==> config.mk <==
export PLATFORM = sky130hd
export DESIGN_NAME = ssg_front
export DESIGN_NICKNAME = d
export VERILOG_FILES = /design/src/hw/rtl/ssg_pkg.sv /design/src/hw/rtl/ssg_front.sv
export SDC_FILE = /design/constraint.sdc
export NUM_CORES = 1
export LEC_CHECK = 0
export BUFFER_PORTS_ARGS = -buffer_cell sky130_fd_sc_hd__buf_2
export CELL_PAD_IN_SITES_DETAIL_PLACEMENT = 0
export CELL_PAD_IN_SITES_GLOBAL_PLACEMENT = 2
export CORE_MARGIN = 2
export CORE_UTILIZATION = 44
export CTS_CLUSTER_SIZE = 10
export DETAILED_ROUTE_END_ITERATION = 7
export GPL_TIMING_DRIVEN = 0
export PLACE_DENSITY = 0.87
export SKIP_CTS_REPAIR_TIMING = 1
export SYNTH_ARGS = -nofsm -noshare
export SYNTH_HDL_FRONTEND = slang
export SYNTH_SLANG_ARGS = --single-unit
export TNS_END_PERCENT = 1
==> constraint.sdc <==
create_clock -name i_clk -period 3.91 [get_ports i_clk]
set_input_delay 0.1955 -clock i_clk [delete_from_list [all_inputs] [get_ports i_clk]]
set_output_delay 0.1955 -clock i_clk [all_outputs]
set_load 0.005 [all_outputs]
==> src/hw/rtl/ssg_pkg.sv <==
`default_nettype none

package ssg_pkg;

    localparam int MAX_GROUPS    = 64;
    localparam int GRP_W         = $clog2(MAX_GROUPS);
    localparam int GRP_CNT_W     = $clog2(MAX_GROUPS + 1);
    localparam int ENTRY_BITS    = 32;
    localparam int FRACTION_BITS = 16;
    localparam int SUM_W         = ENTRY_BITS + GRP_W;
    localparam int PROD_W        = SUM_W + FRACTION_BITS;
    localparam int MAT_AW        = 2 * GRP_W;
    localparam int MAT_DEPTH     = MAX_GROUPS * MAX_GROUPS;
    localparam int QUEUE_DEPTH   = 4;
    localparam int QPTR_W        = $clog2(QUEUE_DEPTH);
    localparam int QCNT_W        = $clog2(QUEUE_DEPTH + 1);

    localparam logic ACT_WRITE  = 1'b0;
    localparam logic ACT_SAMPLE = 1'b1;

    localparam logic [1:0] ST_OK      = 2'd0;
    localparam logic [1:0] ST_NO_DATA = 2'd1;
    localparam logic [1:0] ST_BAD     = 2'd2;

    localparam logic [1:0] CMD_WRITE  = 2'd0;
    localparam logic [1:0] CMD_SAMPLE = 2'd1;
    localparam logic [1:0] CMD_BAD    = 2'd2;

    typedef struct packed {
        logic        action;
        logic [5:0]  from_group;
        logic [5:0]  to_group;
        logic [31:0] entry_value;
        logic [15:0] random_fraction;
        logic        adjoint;
    } t_in_item;

    typedef struct packed {
        logic [5:0] sampled_group;
        logic [1:0] status;
    } t_out_item;

    typedef struct packed {
        logic [1:0]               kind;
        logic [GRP_W-1:0]         row;
        logic [GRP_W-1:0]         col;
        logic [ENTRY_BITS-1:0]    value;
        logic [FRACTION_BITS-1:0] frac;
        logic                     adj;
    } t_cmd;

endpackage

`default_nettype wire

==> src/hw/rtl/ssg_front.sv <==
`default_nettype none

module ssg_front import ssg_pkg::*; (
    input  wire logic                 i_clk,
    input  wire logic                 i_rst_n,
    input  wire logic [GRP_CNT_W-1:0] i_groups,
    input  wire logic                 i_push,
    input  wire t_in_item             i_item,
    output logic                      o_full,
    input  wire logic                 i_cmd_pop,
    output logic                      o_cmd_avail,
    output t_cmd                      o_cmd
);

    t_cmd              w_cmd;
    logic              w_push;
    logic              w_pop;
    t_cmd              r_q [QUEUE_DEPTH];
    logic [QPTR_W-1:0] r_wr_ptr;
    logic [QPTR_W-1:0] r_rd_ptr;
    logic [QCNT_W-1:0] r_count;
    logic [QCNT_W-1:0] n_count;

    always_comb begin
        w_cmd.row   = i_item.from_group[GRP_W-1:0];
        w_cmd.col   = i_item.to_group[GRP_W-1:0];
        w_cmd.value = i_item.entry_value[ENTRY_BITS-1:0];
        w_cmd.frac  = i_item.random_fraction[FRACTION_BITS-1:0];
        w_cmd.adj   = i_item.adjoint;
        if (i_item.action == ACT_WRITE) begin
            w_cmd.kind = CMD_WRITE;
        end else if ({1'b0, i_item.from_group} >= i_groups) begin
            w_cmd.kind = CMD_BAD;
        end else begin
            w_cmd.kind = CMD_SAMPLE;
        end
    end

    assign o_full      = (r_count == QCNT_W'(QUEUE_DEPTH));
    assign o_cmd_avail = (r_count != '0);
    assign o_cmd       = r_q[r_rd_ptr];
    assign w_push      = i_push && !o_full;
    assign w_pop       = i_cmd_pop && o_cmd_avail;

    always_comb begin
        n_count = r_count;
        if (w_push && !w_pop) begin
            n_count = r_count + 1'b1;
        end else if (!w_push && w_pop) begin
            n_count = r_count - 1'b1;
        end
    end

    always_ff @(posedge i_clk) begin
        if (!i_rst_n) begin
            r_wr_ptr <= '0;
            r_rd_ptr <= '0;
            r_count  <= '0;
        end else begin
            r_count <= n_count;
            if (w_push) begin
                r_wr_ptr <= r_wr_ptr + 1'b1;
            end
            if (w_pop) begin
                r_rd_ptr <= r_rd_ptr + 1'b1;
            end
        end
    end

    always_ff @(posedge i_clk) begin
        if (w_push) begin
            r_q[r_wr_ptr] <= w_cmd;
        end
    end

endmodule

`default_nettype wire

Yosys cells after proc, flatten, opt, wreduce, memory -nomap -nowiden
Memories as Yosys holds them, arrays and structs flattened. A register that Yosys moved wholly into a read port is not among the register bits. Cells that the tools add are included.

Memories kept: 1. Register bits after elaboration: 7. Input port bits: 73. Logic and storage cells: 27. Memory bits (writable): 252.

Add/subtract/negate cells: 4. Multiplexer cells: 8. $lt $le $gt $ge: 1. Reductions and logical operators: 9. Equal/unequal tests: 1.

Memory list: r_q (depth 4, bits a word 63, rd ports 1, clocked after memory_dff 1, wr ports 1, RTL line ssg_front.sv:18) `t_cmd r_q [QUEUE_DEPTH];`.

Operator list (count): 2-bit two-way mux (4); 6-bit by 7-bit >= comparator with 1-bit output (1); 3-bit two-way mux (2); 2-bit by 1-bit adder with 2-bit output, second input constant (2); 1-bit logical AND (4); 3-bit by 1-bit adder with 3-bit output, second input constant (1); 3-bit equality test, second input constant (1); 1-bit zero test (3); 3-bit nonzero test (1); 3-bit by 1-bit subtractor with 3-bit output, second input constant (1); 1-bit two-way mux (2); 2-bit nonzero test (1).

Longest topological paths before layout
Word-level depth: 7. Depth in mapped cells: 9. Mapped depth without buffers: 8.

Worst setup path after synthesis
No wires, ideal clock.

Path kind: register to register. Start point: register r_count[0]. End point: memory r_q[0][0] in the netlist's numbering (enable). Arrival: 2.304 ns. Setup time: 0.428 ns. Path buffers: 1. Clock period less this slack: 2.732 ns. Slack: 1.178 ns. Cell stages (with the launch flop): 5. Cells stage by stage: dfxtp_1 > nor3b_2 > nor2b_1 > buf_2 > and2_1.

Word-level cells in the longest chain between the ends: 5.

RTL lines: start: declaration (RTL line ssg_front.sv:21) `logic [QCNT_W-1:0] r_count;`; start signal: assignment (RTL line ssg_front.sv:60) `r_count <= n_count;`; 3-bit equality test (RTL line ssg_front.sv:39) `assign o_full = (r_count == QCNT_W'(QUEUE_DEPTH));`; named net o_full (RTL line ssg_front.sv:9) `output logic o_full,`; 1-bit zero test (RTL line ssg_front.sv:42) `assign w_push = i_push && !o_full;`; 1-bit logical AND (RTL line ssg_front.sv:42); named net w_push (RTL line ssg_front.sv:16) `logic w_push;`; 1-bit two-way mux (RTL line ssg_front.sv:71) `if (w_push) begin`; 1-bit two-way mux (not written as such) (RTL line ssg_front.sv:72) `r_q[r_wr_ptr] <= w_cmd;`; end: declaration (RTL line ssg_front.sv:18).

The timed path passes the listed nets, and every way through them passes these cells.

Worst setup path after layout
Start point: register r_count[0]. End point: register r_count[2].

Word-level cells in the longest chain between the ends: 6. Elaborated cells on any way between the ends: 14.

RTL lines: 3-bit equality test * (RTL line ssg_front.sv:39); 1-bit zero test * (RTL line ssg_front.sv:42); 1-bit logical AND * (RTL line ssg_front.sv:42); named net w_push (RTL line ssg_front.sv:16); 1-bit zero test (RTL line ssg_front.sv:49) `end else if (!w_push && w_pop) begin`; 1-bit logical AND (RTL line ssg_front.sv:49); 2-bit nonzero test (no source line).

Mark *: on every way through the listed nets, which the timed path passes. The rest lies on a longest branch. The select of a mux whose other input is x is not followed. A chain may end at the register's enable or synchronous reset.

==> results.yml <==
outcome:
  outcome: "complete, no violations"
synth:
  synth_top_family_by_area: "multiplexers"
  synth.largest_area_cell: "edfxtp_1"
  async_flop_share_pct: 0
  synthXorXnorAreaFrac_pct: 0.357
  syn_area_um2: 9820
  post-synth-top-area-fraction_pct: 77.1
  yosysUniqueCellTypes: 30
  yosysWarnings: 0
  muxShareOfSynthArea_pct: 14.9
  synth_nets: 485
  ys_seq_area_share_pct: 78.9
  yosys.area_share.simple_pct: 1.38
  synth_edf_count: 252
  synth_ff_type: "edfxtp_1"
  yosys-top-cells-area: "edfxtp_1 77%, mux4_2 14%, dfxtp_1 1.8%"
  synth_cells: 400
  ys_top_cells_by_count: "252 x edfxtp_1, 60 x mux4_2, 11 x ha_1"
  synth-compound-area-share_pct: 0.739
  yosys_register_bits: 261
  postSynthAreaPerCell_um2: 24.5
  synthAdderAreaFrac_pct: 1.61
  yosysMostFrequentCell: "edfxtp_1"
setup_path:
  critPathCaptureType: "flop"
  setup.worst_path.start: "r_count[0]$_SDFFE_PN0P_"
  critPathMaxFanout: 7
  cp.required_ns: 4.34
  r2r_slack_ns: 1.57
  r2r-start: "r_count[0]$_SDFFE_PN0P_"
  crit_type: "reg -> reg"
  path_cells: "nor3b_2 > nor2b_1 > buf_2 > ha_1 > inv_1 > fa_1 > xor2_1 > or3_1 > a21boi_0"
  slowest_stage: "dfxtp_1"
  cp-start-kind: "flop"
  cp_slowest_stage_delay_ns: 0.48
  worstPathArrival_ns: 2.78
placed_design:
  globalplace.congestion: 0.702
  dp_hpwl_um: 10700
  io_buffers: 136
  dpl_cell_area_um2: 11000
  post-place-cells: 820
die:
  dieArea_um2: 23500
  die_height_um: 153
  core-area_um2: 21900
  fp-row-count: 54
  die_w_um: 153
  start_util_pct: 44.8
  io_pins: 138
sta:
  slew_headroom_pct: 64.8
  finalSetupViolCount: 0
  worst_slew_pin_slew_ns: 0.528
  fin_crit_sh_pct: 59.9
  rsz0062_at_grt: "no"
  fmax_mhz: 427
  report.final.slew_viol_count: 0
  final_hold_viol_count: 0
  skew_ns: 0.0147
  tns_ns: 0
  fin_crit_ns: 2.34
cts:
  cts_root_buffer: "clkbuf_16"
  cts_tree: "done"
  h-tree-depth: 1
  clk_pin_slew_ns: 0.06
  cts_buffer_depth: 3
  clock_latency_ns: 0.53
  cts-buffers-inserted: 30
  numClockSinks: 261
layout:
  final_area_um2: 12400
  syn_to_final_growth_pct: 26.4
  diodes: 0
  postLayoutCoreUtil_pct: 56.7
  stdcell_count: 929
  drive_gt1_share_pct: 39.0
  nets: 718
global_route:
  antenna_found_initial: 0
  grt.total_usage_pct: 14.9
  grt_pass1_vias: 4982
  grt_max_degree: 59
  grt_pass1_wl_um: 27200
  globalRouteOverflowTotal: 0
detailed_routing:
  drc: 0
  drt_iter0_markers: 315
  drt-pass1-iter-count: 7
  routed_wl_um: 17500
  routed_via_density: 5.15
  ant_nets: 0
  wire_per_inst_um: 18.9
  vias: 4786
power_and_ir_drop:
  p_seq_share_pct: 45.4
  p_leak_nw: 4.31
  p_switching_mw: 1.83
  p_int_mw: 5.83
  swShare_pct: 23.9
  powerDensity_nw_per_um2: 617
  ir_worst_vdd_v: 0.000353
  pwr-share-comb_pct: 23.2
  clkPwrFrac_pct: 31.4
hold_path:
  hp-class: "in -> reg"
  min_from: "i_rst_n"
run:
  max_cap_violations: 0
## stage by stage
stage / total power [mW] / hold slack [ns] / setup WS, ns
finish: 7.66 / 0.0634 / 1.57
global route: 8.03 / 0.0825 / 1.39
CTS: 7.75 / -0.145 / 1.46
detailed placement: 5.32 / 0.413 / 1.57
global placement: 5.26 / 0.405 / -0.0507
floorplan: 4.65 / 0.294 / 1.18
## power groups by stage
stage / Clock [mW] / Sequential (mW) / Combinational (mW)
CTS: 2.48 / 3.48 / 1.79
floorplan: 0 / 3.53 / 1.12
finish: 2.40 / 3.48 / 1.78
global placement: 0 / 3.55 / 1.72
global route: 2.58 / 3.50 / 1.94
detailed placement: 0 / 3.54 / 1.78
## sequential cells by signal (all words and copies together), names as in the netlist, named ones only
name and cells:
r_count 3, r_q 252, r_rd_ptr 2, r_wr_ptr 2
## logic make-up after synthesis
group | after synthesis
XOR/XNOR | 4
adder cells (fa/ha/maj) | 12
multiplexers | 66
buffers and inverters | 25
AO/OA/AOI/OAI | 10
AND/OR/NAND/NOR | 22
flip-flops | 261
## metal layers
layer / vias to the layer above / wire length (um) / share of wire, % / GRT usage, %
li1: 2151 / - / - / -
met1: 2452 / 7210 / 41 / 19.3
met2: 148 / 8940 / 51 / 25.6
met3: 35 / 1070 / 6.1 / 3.60
met4: 0 / 306 / 1.7 / 3.54
met5: - / 0 / 0 / 0
## cell type report
class | count | area [um2]
sequential | 261 | 7750
inverter | 9 | 33.8
clock inverter | 1 | 3.75
clock buffer | 47 | 846
tap | 280 | 350
fill | 1689 | 9480
buffer | 16 | 174
multi-input combinational | 114 | 1870
timing repair buffer | 201 | 1390
## path summary, 6_finish.rpt
path / to / cells after the start
worst max-delay path: r_count[2]$_SDFFE_PN0P_ / 9
worst min-delay path: r_wr_ptr[1]$_SDFFE_PN0P_ / 3
worst max register to register: r_count[2]$_SDFFE_PN0P_ / 9
worst min register to register: r_wr_ptr[1]$_SDFFE_PN0P_ / 2
## worst max-delay path, delay by kind of cell, from the launching register on
kind                     cells  cell delay, ns
AO/OA/AOI/OAI                1            0.21
XOR/XNOR                     1            0.16
adder cells (fa/ha/maj)      2            0.61
buffers and inverters        2            0.27
flip-flops                   1            0.48
AND/OR/NAND/NOR              3            0.53
## placed cells by master, fill, tap and decap left out, types with 4 or more instances in the layout
master         instances
mux4_2                60
inv_1                  9
dlygate4sd3_1         61
nand2_1                5
buf_12                 8
and2_4                 4
ha_1                  11
dfxtp_1                9
clkbuf_1              17
and2_1                 4
buf_2                143
clkbuf_16             31
edfxtp_1             252
(Power assumes the default switching activity.)
